==> src/rtl/ist_pkg.sv <==
// ----------------------------------------------------------------------------
// ist_pkg
// Shared types and constants for the integer set table and its cell row.
// ----------------------------------------------------------------------------
package ist_pkg;

  localparam int DEFAULT_CAPACITY = 64;
  localparam int VALUE_W          = 32;
  localparam int POS_W            = 6;
  localparam int COUNT_W          = 7;

  typedef enum logic [1:0] {
    OP_INSERT = 2'd0,
    OP_LOOKUP = 2'd1,
    OP_READ   = 2'd2,
    OP_CLEAR  = 2'd3
  } op_e_t;

  typedef enum logic [1:0] {
    ST_OK     = 2'd0,
    ST_DUP    = 2'd1,
    ST_FULL   = 2'd2,
    ST_BADPOS = 2'd3
  } status_e_t;

  typedef enum logic {
    S_IDLE = 1'b0,
    S_EXEC = 1'b1
  } state_e_t;

  // Broadcast from the controller to every cell of the row.
  typedef struct packed {
    logic               capture;  // latch compare and read leaves
    logic               append;   // write value into the first free cell
    logic [POS_W-1:0]   position;
    logic [VALUE_W-1:0] value;
  } cell_ctrl_t;

endpackage

==> src/rtl/ist_cell.sv <==
// ----------------------------------------------------------------------------
// ist_cell
// One slot of the set: holds an entry, compares it against the probe value
// and offers it for a positional read.
// ----------------------------------------------------------------------------
module ist_cell
  import ist_pkg::*;
#(
  parameter int INDEX = 0,
  parameter int CNT_W = 7
) (
  input  logic               clk,
  input  cell_ctrl_t         ctrl,
  input  logic [CNT_W-1:0]   entry_count,
  output logic               hit,
  output logic [VALUE_W-1:0] rd_data
);

  localparam bit POS_REACH = INDEX < (1 << POS_W);

  logic [VALUE_W-1:0] entry;
  logic               occupied;
  logic               selected;

  assign occupied = entry_count > CNT_W'(INDEX);
  assign selected = POS_REACH && (ctrl.position == POS_W'(INDEX)) && occupied;

  // Append lands in the cell whose index equals the current count.
  always_ff @(posedge clk) begin
    if (ctrl.append && (entry_count == CNT_W'(INDEX))) begin
      entry <= ctrl.value;
    end
  end

  // Registered leaves of the match and read trees.
  always_ff @(posedge clk) begin
    if (ctrl.capture) begin
      hit     <= occupied && (entry == ctrl.value);
      rd_data <= selected ? entry : '0;
    end
  end

endmodule

==> config.mk <==
export PLATFORM = sky130hd
export DESIGN_NAME = ist_cell
export DESIGN_NICKNAME = d
export VERILOG_FILES = /design/src/rtl/ist_pkg.sv /design/src/rtl/ist_cell.sv
export SDC_FILE = /design/constraint.sdc
export NUM_CORES = 1
export LEC_CHECK = 0
export BUFFER_PORTS_ARGS = -buffer_cell sky130_fd_sc_hd__buf_2
export CORE_MARGIN = 5
export CORE_UTILIZATION = 35
export DETAILED_ROUTE_END_ITERATION = 6
export MAX_ROUTING_LAYER = met4
export SLEW_MARGIN = 30
export SYNTH_ARGS = -nofsm -noshare
export SYNTH_HDL_FRONTEND = slang
export SYNTH_SLANG_ARGS = --single-unit
==> constraint.sdc <==
create_clock -name clk -period 2.13 [get_ports clk]
set_input_delay 0.213 -clock clk [delete_from_list [all_inputs] [get_ports clk]]
set_output_delay 0.213 -clock clk [all_outputs]
set_load 0.005 [all_outputs]
==> metrics <==
Port-buffer cells 80; area share of the largest cell type after synthesis around 73%; vias around 1,400; Slew Viols, Final 0; pre-CTS setup slack around 250 ps; maximum VDD drop 0.2646 mV; Syn-to-layout area delta 24.99%; FF/Latch Area 0.001952 sq mm; CP startpoint kind flop; P_sw 469.5 uW; Setup violations, final 0; Post-Syn Area 0.002684 sq mm; hpwl dp 3627 um; Clock Power Share 33.4%; CTS resizes 0; core region area 0.007607 sq mm; Synth area leader edfxtp_1; synth warn 0; initial antenna violation count 0; CTS clk-pin slew, worst paths 60 ps; Tot GR Track Use 10.64%; Final nets 286; global-route wire length before repair 7652 um; Die Area ~0.0095 sq mm; Lkg Pwr 0.001356 uW; CTS tree built; total CTS buffers 9; synthesized net count ~200; required time worst endpoint 2260 ps; pwr dens around 700 mW/mm^2; ranking of synthesized cells by area edfxtp_1, and2_4, xor2_1; chip width 97.57 um; CTS root buffer clkbuf_8; setup bufs post-CTS 0; vias in the first global route around 1,600; reg2reg setup slack roughly 500 ps; post-route worst setup slack 508.4 ps; Setup Skew 5.541 ps; fin crit share between 70% and 80%; status completed; Slew HR 52.55%; Clock Path Buffers 2; Routed Antenna Nets 0; Hold Slack 85.37 ps; sequential share of power roughly three fifths; Fmax between 0.6 and 0.7 GHz; Initial Util a little over a third; RSZ-0062 raised after global routing no; kind of end point of the critical path flop; GPL Wtd Cong 0.7039; total grt overflow 0; actual slew at the worst max-slew pin 711.7 ps; most used cells in the layout excluding fill and tap cells buf_2, edfxtp_1, and2_4; crit-path max FO 2; FP Rows 32; post-synthesis sequential area ratio slightly above 70%; min cycle time layout 1622 ps; Comb pwr share 5.6%; CTS Sinks 65; antenna diode count 0; post-DR vias/cell 4.226; htree depth 3; HP Class input port to flop; first-pass detailed-route iteration total 4; Skew-Pair Late Insertion Delay 330 ps; proportion of layout cells with a drive suffix above 1 53.97%; Layout fillers 727; sw frac 20.02%; #FFs+latches synth 65; final hold vios 0; Die Height 97.57 um; fin util between 40% and 50%; initial drt markers between 40 and 50; Placement Cell Area about 0.0032 sq mm; Post-CTS Hold Fix Bufs 0; Syn Area/Cell 18.13 sq um; most common cell after layout, fill and taps aside buf_2; number of max-cap violations 0; P_int about 1900 uW; Yosys cell types 11; Synth Instances 148; Setup TNS Final 0 ps; Boundary Pins 81; area of the multi-input gates 698.2 sq um; post-route design area between 0.003 and 0.004 sq mm; largest net degree at the start of global routing 34; crit path DAT 1750 ps; CP Class flop to flop; Wirelength per Cell 14.03 um; DRC 0; routed wire length 4784 um
power groups by stage:
stage | Sequential (uW) | Combinational (uW) | Clock, uW
floorplan | 1460 | 34.2 | 0
global placement | 1460 | 131 | 0
detailed placement | 1460 | 134 | 0
CTS | 1430 | 134 | 812
global route | 1430 | 145 | 865
finish | 1430 | 131 | 783
kinds of logic (layout without fill, tap and decap cells):
family | after synthesis | count (layout) | synth area share (%)
DFF | 65 | 65 | 72.73
and+or+nand+nor | 48 | 48 | 15.57
xor gates and xnor gates | 32 | 32 | 10.44
buffers and inverters | 3 | 94 | 1.259
through the flow:
step	total power (uW)	std cells
4_1_cts	2379	341
2_1_floorplan	1496	148
3_5_place_dp	1594	329
5_1_grt	2443	341
6_report	2346	341
3_3_place_gp	1591	329
worst max-delay path, cell delays in order (launching register included):
cell and delay, ps:
edfxtp_1 420, xor2_1 160, nor4_1 430, nand4_1 180
nor4_1 240
cell type report:
| class | count | area share [%] |
|---|---|---|
| clock buffer | 9 | 3.693 |
| tap | 102 | 3.805 |
| multi-input combinational | 80 | 20.81 |
| timing repair buffer | 82 | 13.13 |
| clock inverter | 3 | 0.3730 |
| sequential | 65 | 58.19 |
state kept, by name, indices dropped and copies added (netlist names):
name     cells
entry       32
hit          1
rd_data     32
worst paths after layout:
path | endpoint | startpoint | depth (start not counted)
setup / recovery | hit$_DFFE_PP_ | entry[23]$_DFFE_PP_ | 4
hold reg to reg | rd_data[0]$_SDFFCE_PN0P_ | entry[0]$_DFFE_PP_ | 1
hold / removal | entry[25]$_DFFE_PP_ | ctrl[25] | 1
setup reg to reg | hit$_DFFE_PP_ | entry[23]$_DFFE_PP_ | 4
layer usage:
layer	part of all wire, %	global-route usage, %	vias to the layer above
met5	0	-	-
li1	-	-	715
met1	40	11.04	674
met4	2.6	6.070	0
met2	53	18.56	43
met3	4.3	2.297	9
cell usage after synthesis:
cell,n
edfxtp_1,65
nand4_1,2
or4_4,2
and2_2,3
buf_6,3
xnor2_1,4
nand3_1,1
and2_4,30
nor4_1,8
xor2_1,28
nor4_4,2
Note: power is estimated with default switching activity, not from simulation.
